### src/hw/rtl/spq_pkg.sv
// Package: types, opcodes and defaults shared by the sorted priority queue.
`default_nettype none
package spq_pkg;

  localparam int CAPACITY_DEF   = 16;
  localparam int VALUE_BITS_DEF = 32;

  typedef enum logic [1:0] {
    OP_INSERT = 2'd0,
    OP_REMOVE = 2'd1,
    OP_FIND   = 2'd2,
    OP_NONE   = 2'd3
  } spq_op_t;

  typedef struct packed {
    logic [1:0]         opcode;
    logic signed [31:0] operand_value;
  } spq_in_t;

  typedef struct packed {
    logic               success;
    logic               overflow;
    logic signed [31:0] head_value;
    logic               head_valid;
    logic [4:0]         entry_count;
    logic               full_res;
  } spq_out_t;

  // Per-cycle command broadcast to every cell of the chain.
  typedef struct packed {
    logic ins;  // insert, store not full
    logic rem;  // remove, match present
  } spq_cmd_t;

endpackage
`default_nettype wire

### src/hw/rtl/spq_cell.sv
// One storage cell of the sorted chain: holds a value and its occupied flag.
`default_nettype none
module spq_cell #(
  parameter int VALUE_BITS = spq_pkg::VALUE_BITS_DEF
) (
  input  wire logic                  clk,
  input  wire logic                  rst_n,
  input  wire spq_pkg::spq_cmd_t     cmd,
  input  wire logic [VALUE_BITS-1:0] operand,
  input  wire logic                  left_lt,
  input  wire logic                  left_occ,
  input  wire logic [VALUE_BITS-1:0] left_val,
  input  wire logic                  right_occ,
  input  wire logic [VALUE_BITS-1:0] right_val,
  output logic                       lt,
  output logic                       eq,
  output logic                       occ,
  output logic [VALUE_BITS-1:0]      val,
  output logic                       occ_nxt_o,
  output logic [VALUE_BITS-1:0]      val_nxt_o
);

  logic                  occ_r, occ_nxt;
  logic [VALUE_BITS-1:0] val_r, val_nxt;

  assign lt  = occ_r && ($signed(val_r) < $signed(operand));
  assign eq  = occ_r && (val_r == operand);
  assign occ = occ_r;
  assign val = val_r;

  always_comb begin
    occ_nxt = occ_r;
    val_nxt = val_r;
    if (cmd.ins && !lt) begin
      // open a slot: new value lands where the left neighbor is still smaller
      occ_nxt = left_lt ? 1'b1 : left_occ;
      val_nxt = left_lt ? operand : left_val;
    end else if (cmd.rem && !lt) begin
      occ_nxt = right_occ;
      val_nxt = right_val;
    end
  end

  assign occ_nxt_o = occ_nxt;
  assign val_nxt_o = val_nxt;

  always_ff @(posedge clk) begin
    if (!rst_n) begin
      occ_r <= 1'b0;
    end else begin
      occ_r <= occ_nxt;
    end
  end

  always_ff @(posedge clk) begin
    val_r <= val_nxt;
  end

endmodule
`default_nettype wire

### src/hw/rtl/sorted_priority_queue_core.sv
// Top level: sorted priority queue built from a chain of compare-and-shift cells.
`default_nettype none
// Sorted priority queue. Holds up to CAPACITY signed VALUE_BITS-bit values in
// ascending order (duplicates kept) in a row of cells. Each item is one
// operation: insert, remove one matching value, or find a value. The operand
// is broadcast to every cell; each cell compares it with its own value and
// then keeps its value, takes the operand, or takes its left or right
// neighbor's value, so insert and remove update all cells at once whatever
// the fill level. Because the row stays sorted, equal entries sit side by
// side and the first match is the first cell that is not smaller. Throughput
// is one item per clock while not stalled, and the result item is registered
// on acceptance; a new item is accepted in the same cycle that the previous
// result leaves, and in_stall is raised only while that register is full and
// stalled. Every result reports the head (minimum), head valid, count and
// full flag after the operation. An insert into a full store sets overflow
// and changes nothing; opcode 3 changes nothing. Operands wider than
// VALUE_BITS are cut to their low VALUE_BITS bits; head_value is the stored
// value zero-extended or cut to 32 bits.
module sorted_priority_queue_core #(
  parameter int CAPACITY   = spq_pkg::CAPACITY_DEF,
  parameter int VALUE_BITS = spq_pkg::VALUE_BITS_DEF
) (
  input  wire logic       clk,
  input  wire logic       rst_n,
  input  wire logic       in_valid,
  output logic            in_stall,
  input  wire spq_pkg::spq_in_t in_item,
  output logic            out_valid,
  input  wire logic       out_stall,
  output spq_pkg::spq_out_t out_item
);

  localparam int CNT_W = $clog2(CAPACITY + 1);
  localparam int EXT_W = (VALUE_BITS > 32) ? VALUE_BITS : 32;

  // Handshake
  logic accept;
  logic out_valid_r, out_valid_nxt;
  spq_pkg::spq_out_t out_item_r, out_item_nxt;

  assign in_stall  = out_valid_r && out_stall;
  assign accept    = in_valid && !in_stall;
  assign out_valid = out_valid_r;
  assign out_item  = out_item_r;

  // Operand, cut to the stored width
  logic [EXT_W-1:0]      op_ext;
  logic [VALUE_BITS-1:0] operand;
  assign op_ext  = EXT_W'($unsigned(in_item.operand_value));
  assign operand = op_ext[VALUE_BITS-1:0];

  // Cell chain wiring
  logic [CAPACITY-1:0]   lt_v, eq_v, occ_v, occ_nxt_v;
  logic [VALUE_BITS-1:0] val_v     [CAPACITY];
  logic [VALUE_BITS-1:0] val_nxt_v [CAPACITY];

  logic full, found;
  spq_pkg::spq_cmd_t cmd;
  logic is_ins, is_rem, is_find;

  assign full    = occ_v[CAPACITY-1];
  assign found   = |eq_v;
  assign is_ins  = accept && (in_item.opcode == spq_pkg::OP_INSERT);
  assign is_rem  = accept && (in_item.opcode == spq_pkg::OP_REMOVE);
  assign is_find = accept && (in_item.opcode == spq_pkg::OP_FIND);
  assign cmd.ins = is_ins && !full;
  assign cmd.rem = is_rem && found;

  for (genvar i = 0; i < CAPACITY; i++) begin : g_cell
    logic                  l_lt, l_occ, r_occ;
    logic [VALUE_BITS-1:0] l_val, r_val;
    if (i == 0) begin : g_first
      // nothing to the left: head cell takes the operand when not smaller
      assign l_lt  = 1'b1;
      assign l_occ = 1'b1;
      assign l_val = operand;
    end else begin : g_mid_l
      assign l_lt  = lt_v[i-1];
      assign l_occ = occ_v[i-1];
      assign l_val = val_v[i-1];
    end
    if (i == CAPACITY - 1) begin : g_last
      assign r_occ = 1'b0;
      assign r_val = val_v[i];
    end else begin : g_mid_r
      assign r_occ = occ_v[i+1];
      assign r_val = val_v[i+1];
    end

    spq_cell #(
      .VALUE_BITS(VALUE_BITS)
    ) u_cell (
      .clk      (clk),
      .rst_n    (rst_n),
      .cmd      (cmd),
      .operand  (operand),
      .left_lt  (l_lt),
      .left_occ (l_occ),
      .left_val (l_val),
      .right_occ(r_occ),
      .right_val(r_val),
      .lt       (lt_v[i]),
      .eq       (eq_v[i]),
      .occ      (occ_v[i]),
      .val      (val_v[i]),
      .occ_nxt_o(occ_nxt_v[i]),
      .val_nxt_o(val_nxt_v[i])
    );
  end

  // Entry count
  logic [CNT_W-1:0] count_r, count_nxt;

  always_comb begin
    count_nxt = count_r;
    if (cmd.ins) begin
      count_nxt = count_r + CNT_W'(1);
    end else if (cmd.rem) begin
      count_nxt = count_r - CNT_W'(1);
    end
  end

  // Result item, built from the post-operation state
  logic [EXT_W-1:0] head_ext;
  assign head_ext = EXT_W'(val_nxt_v[0]);

  always_comb begin
    out_item_nxt.success     = cmd.ins || cmd.rem || (is_find && found);
    out_item_nxt.overflow    = is_ins && full;
    out_item_nxt.head_valid  = occ_nxt_v[0];
    out_item_nxt.head_value  = occ_nxt_v[0] ? head_ext[31:0] : 32'sd0;
    out_item_nxt.entry_count = 5'(count_nxt);
    out_item_nxt.full_res    = occ_nxt_v[CAPACITY-1];
  end

  always_comb begin
    if (accept) begin
      out_valid_nxt = 1'b1;
    end else begin
      out_valid_nxt = out_valid_r && out_stall;
    end
  end

  always_ff @(posedge clk) begin
    if (!rst_n) begin
      out_valid_r <= 1'b0;
      count_r     <= '0;
    end else begin
      out_valid_r <= out_valid_nxt;
      count_r     <= count_nxt;
    end
  end

  always_ff @(posedge clk) begin
    if (accept) begin
      out_item_r <= out_item_nxt;
    end
  end

  // Checks
  a_count_matches_occ: assert property (@(posedge clk) disable iff (!rst_n)
    count_r == CNT_W'($countones(occ_v)))
    else $error("entry count disagrees with occupied cells");

  a_occ_contiguous: assert property (@(posedge clk) disable iff (!rst_n)
    ((occ_v >> 1) & ~occ_v) == '0)
    else $error("occupied cells not packed toward the head");

  a_overflow_only_full: assert property (@(posedge clk) disable iff (!rst_n)
    out_valid_r && out_item_r.overflow |-> out_item_r.full_res && !out_item_r.success)
    else $error("overflow reported while store not full");

  a_insert_grows: assert property (@(posedge clk) disable iff (!rst_n)
    cmd.ins |=> count_r == $past(count_r) + CNT_W'(1))
    else $error("accepted insert did not grow the count");

endmodule
`default_nettype wire
### config.mk
export PLATFORM = sky130hd
export DESIGN_NAME = sorted_priority_queue_core
export DESIGN_NICKNAME = d
export VERILOG_FILES = /design/src/hw/rtl/spq_pkg.sv /design/src/hw/rtl/spq_cell.sv /design/src/hw/rtl/sorted_priority_queue_core.sv
export SDC_FILE = /design/constraint.sdc
export NUM_CORES = 2
export LEC_CHECK = 0
export ABC_AREA = 1
export BUFFER_PORTS_ARGS = -buffer_cell sky130_fd_sc_hd__buf_2
export CORE_UTILIZATION = 40
export CTS_CLUSTER_SIZE = 28
export DETAILED_ROUTE_END_ITERATION = 10
export PLACE_DENSITY_LB_ADDON = 0.05
export RECOVER_POWER = 25
export SYNTH_ARGS = -nofsm -noshare
export SYNTH_HDL_FRONTEND = slang
export SYNTH_SLANG_ARGS = --single-unit
### constraint.sdc
create_clock -name clk -period 10.4 [get_ports clk]
set_input_delay 1.56 -clock clk [delete_from_list [all_inputs] [get_ports clk]]
set_output_delay 1.56 -clock clk [all_outputs]
set_load 0.005 [all_outputs]
==> impl_metrics.toml <==
[outcome]
status = "complete, but fails checks"
failed_checks = "capacitance limit, slew limit"

[sta]
tightest_slew_ps = 3521
fin_crit_ps = 8239
setup-tns-final_ps = 0
hold_viol = 0
fin_skew_ps = 23.59
finalSetupViolCount = 0
rsz0062_at_grt = "false"
slew_headroom = -1.347
fmaxAchievable_ghz = 0.1214
slew_violations = 409
post-route-period-util = 0.7922

[logic_synthesis]
syn_area_per_cell_sq_um = 7.981
yosys_warnings = 0
synth_top_area_cell = "edfxtp_1"
synth_fp_nets = 5738
ys.flop_type = "edfxtp_1"
synth_cells = 5186
syn_area_sq_um = 41390
ys_seq_elements = 575
ys_types = 41
ys_async_sr_fraction = 0
synth_top_area_frac = 0.3780
ys_seq_area_frac = 0.4041
synth_edf_count = 521
synthTopCellsByArea = "edfxtp_1 (38%), ha_1 (16%), nand2_1 (14%)"

[drt]
firstDrtPassIters = 6
vias_per_cell = 5.354
drt-total-wl_mm = 131.4
drc = 0
dr_total_vias = 35040
wl_per_cell_um = 20.07
drt_iter0_drc = 2787
ant_nets = 0

[grt]
grt_max_degree = 96
grt_pass1_vias = 33030
track_usage = 0.2495
grt_pass1_wl_mm = 200.4
antenna_found_initial = 3
grt-ovfl-total = 0

[critical_path]
startpoint_type = "input pin"
critPathTopFamily = "buffers and inverters"
cp_common_cell = "clkbuf_1"
endpoint_kind = "register"
path_class = "in2reg"
crit_chain = "buf_2, nand2_1, inv_1, nor2_1, clkbuf_1, nand3_1, o21ai_4, clkbuf_1, clkinv_1, nor2_4"
path_buf_inv = 5
worst_ep_required_time_ps = 10650
slowest_delay_ps = 2080
cp.arrival_ps = 8490
crit_fanout = 42
cp_slowest_cell = "clkbuf_1"

[floorplanning]
num_rows = 117
dieArea_sq_um = 104800
die_w_um = 323.7
dieHeight_um = 323.7
coreArea_sq_um = 102200
initial_utilization = 0.4050
io_pins = 81

[layout]
fill_cells = 10480
final_area_sq_um = 44810
fin_nets = 5678
drive_gt1_frac = 0.04869
final_common_cell = "nand2_1"
synthToLayoutAreaGrowth_pct = 8.271
final_cells = 6545
mostFrequentLayoutCells = "nand2_1 (1535), a21oi_1 (643), edfxtp_1 (521)"

[clock_tree]
clock-sinks = 575
cts_setup_buffers = 0
cts_htree_levels = 3
cts_root_buf = "clkbuf_16"
postCtsHoldBufs = 0
cts_buffers = 74
clk_path_buf_depth = 3
insertion_delay_ps = 650
cts_tree = "built"
cts.clk_slew.worst_paths_ps = 50
ctsResizeCount = 0

[place]
placed_cell_area_sq_um = 42650
gp_congestion = 0.8648
io_buffer_count = 80
dpl.hpwl_mm = 100.8
dp_cells = 6418

[power]
p_per_area_nw_per_um2 = 137.5
p_leak_nw = 19.12
peakVddDrop_mv = 0.1067

[flow_run]
cap_violations = 9

[min_path]
hold_class = "reg2reg"
-- final cells by class --
class | instances | area (sq um) | area share
clock inverter | 26 | 177.7 | 0.003965
inverter | 326 | 1224 | 0.02731
multi-input combinational | 4035 | 22280 | 0.4972
antenna | 1 | 2.502 | 0.00005584
clock buffer | 100 | 2117 | 0.04724
timing repair buffer | 114 | 571.8 | 0.01276
tap | 1368 | 1712 | 0.03820
sequential | 575 | 16730 | 0.3733
-- Yosys cell counts (16+ instances only) --
cell and n:
nand2_1 1537, a21oi_1 643, edfxtp_1 521, ha_1 514, o21ai_0 470, nor2_1 381
inv_1 279, nand3_1 194, clkbuf_1 105, o211ai_1 102, buf_2 100, dfxtp_1 54
o21ai_1 53, nor2_2 34, clkinv_1 33, buf_4 19, nor3_1 16, o21a_1 16
-- per-stage QoR --
| step | util | hold WS, ps | setup WS, ps | power, W |
|---|---|---|---|---|
| finish | 0.4385 | 484.8 | 2161 | 0.006164 |
| floorplan | - | 455.8 | 4478 | 0.003391 |
| detailed placement | 0.4174 | 476.5 | 2824 | 0.003684 |
| CTS | 0.4399 | 483.6 | 3511 | 0.006231 |
| global route | 0.4385 | 516.5 | 1762 | 0.006447 |
| global placement | 0.4174 | 469.6 | 3006 | 0.003673 |
-- worst min-delay path: cells and delay by family (launching register included) --
kind,cells,cell delay [ps]
simple gates,1,80
compound gates,1,60
flops,1,300
-- cells by family after synthesis --
| kind of cell | Yosys count | synth area share |
|---|---|---|
| adders and majority gates | 514 | 0.1554 |
| xor gates and xnor gates | 1 | 0.0002117 |
| and+or+nand+nor | 2225 | 0.2169 |
| buffers and inverters | 576 | 0.05877 |
| DFF | 575 | 0.4041 |
| AOI/OAI and AO/OA | 1295 | 0.1646 |
-- report_power, final --
group | switching (W) | internal [W]
sequential | 0.0000832 | 0.00264
combinational | 0.000625 | 0.000283
clock | 0.00106 | 0.00147
total | 0.00177 | 0.00439
-- per-layer routing --
metal  track usage  vias up  routed length [um]
met5             0        -                   0
met4       0.07013        0                3599
met3       0.03272      168                6231
met2        0.4084      816               60010
met1        0.3437    16300               61540
li1              -    17760                   -
-- state kept, by name, indices dropped and copies added (netlist names) --
signal / count
g_cell.u_cell.occ: 16
g_cell.u_cell.val: 512
out_item: 41
count_r: 5
out_valid: 1
-- path summary, 6_finish.rpt --
path	start	cells after the start	to	slack [ps]
max	out_stall	10	g_cell[10].u_cell.val[24]	2160
min	count_r[4]	2	count_r[4]	480
max reg2reg	out_valid	9	g_cell[10].u_cell.val[24]	2840
min reg2reg	count_r[4]	2	count_r[4]	480
Power figures use the tool's default switching activity.
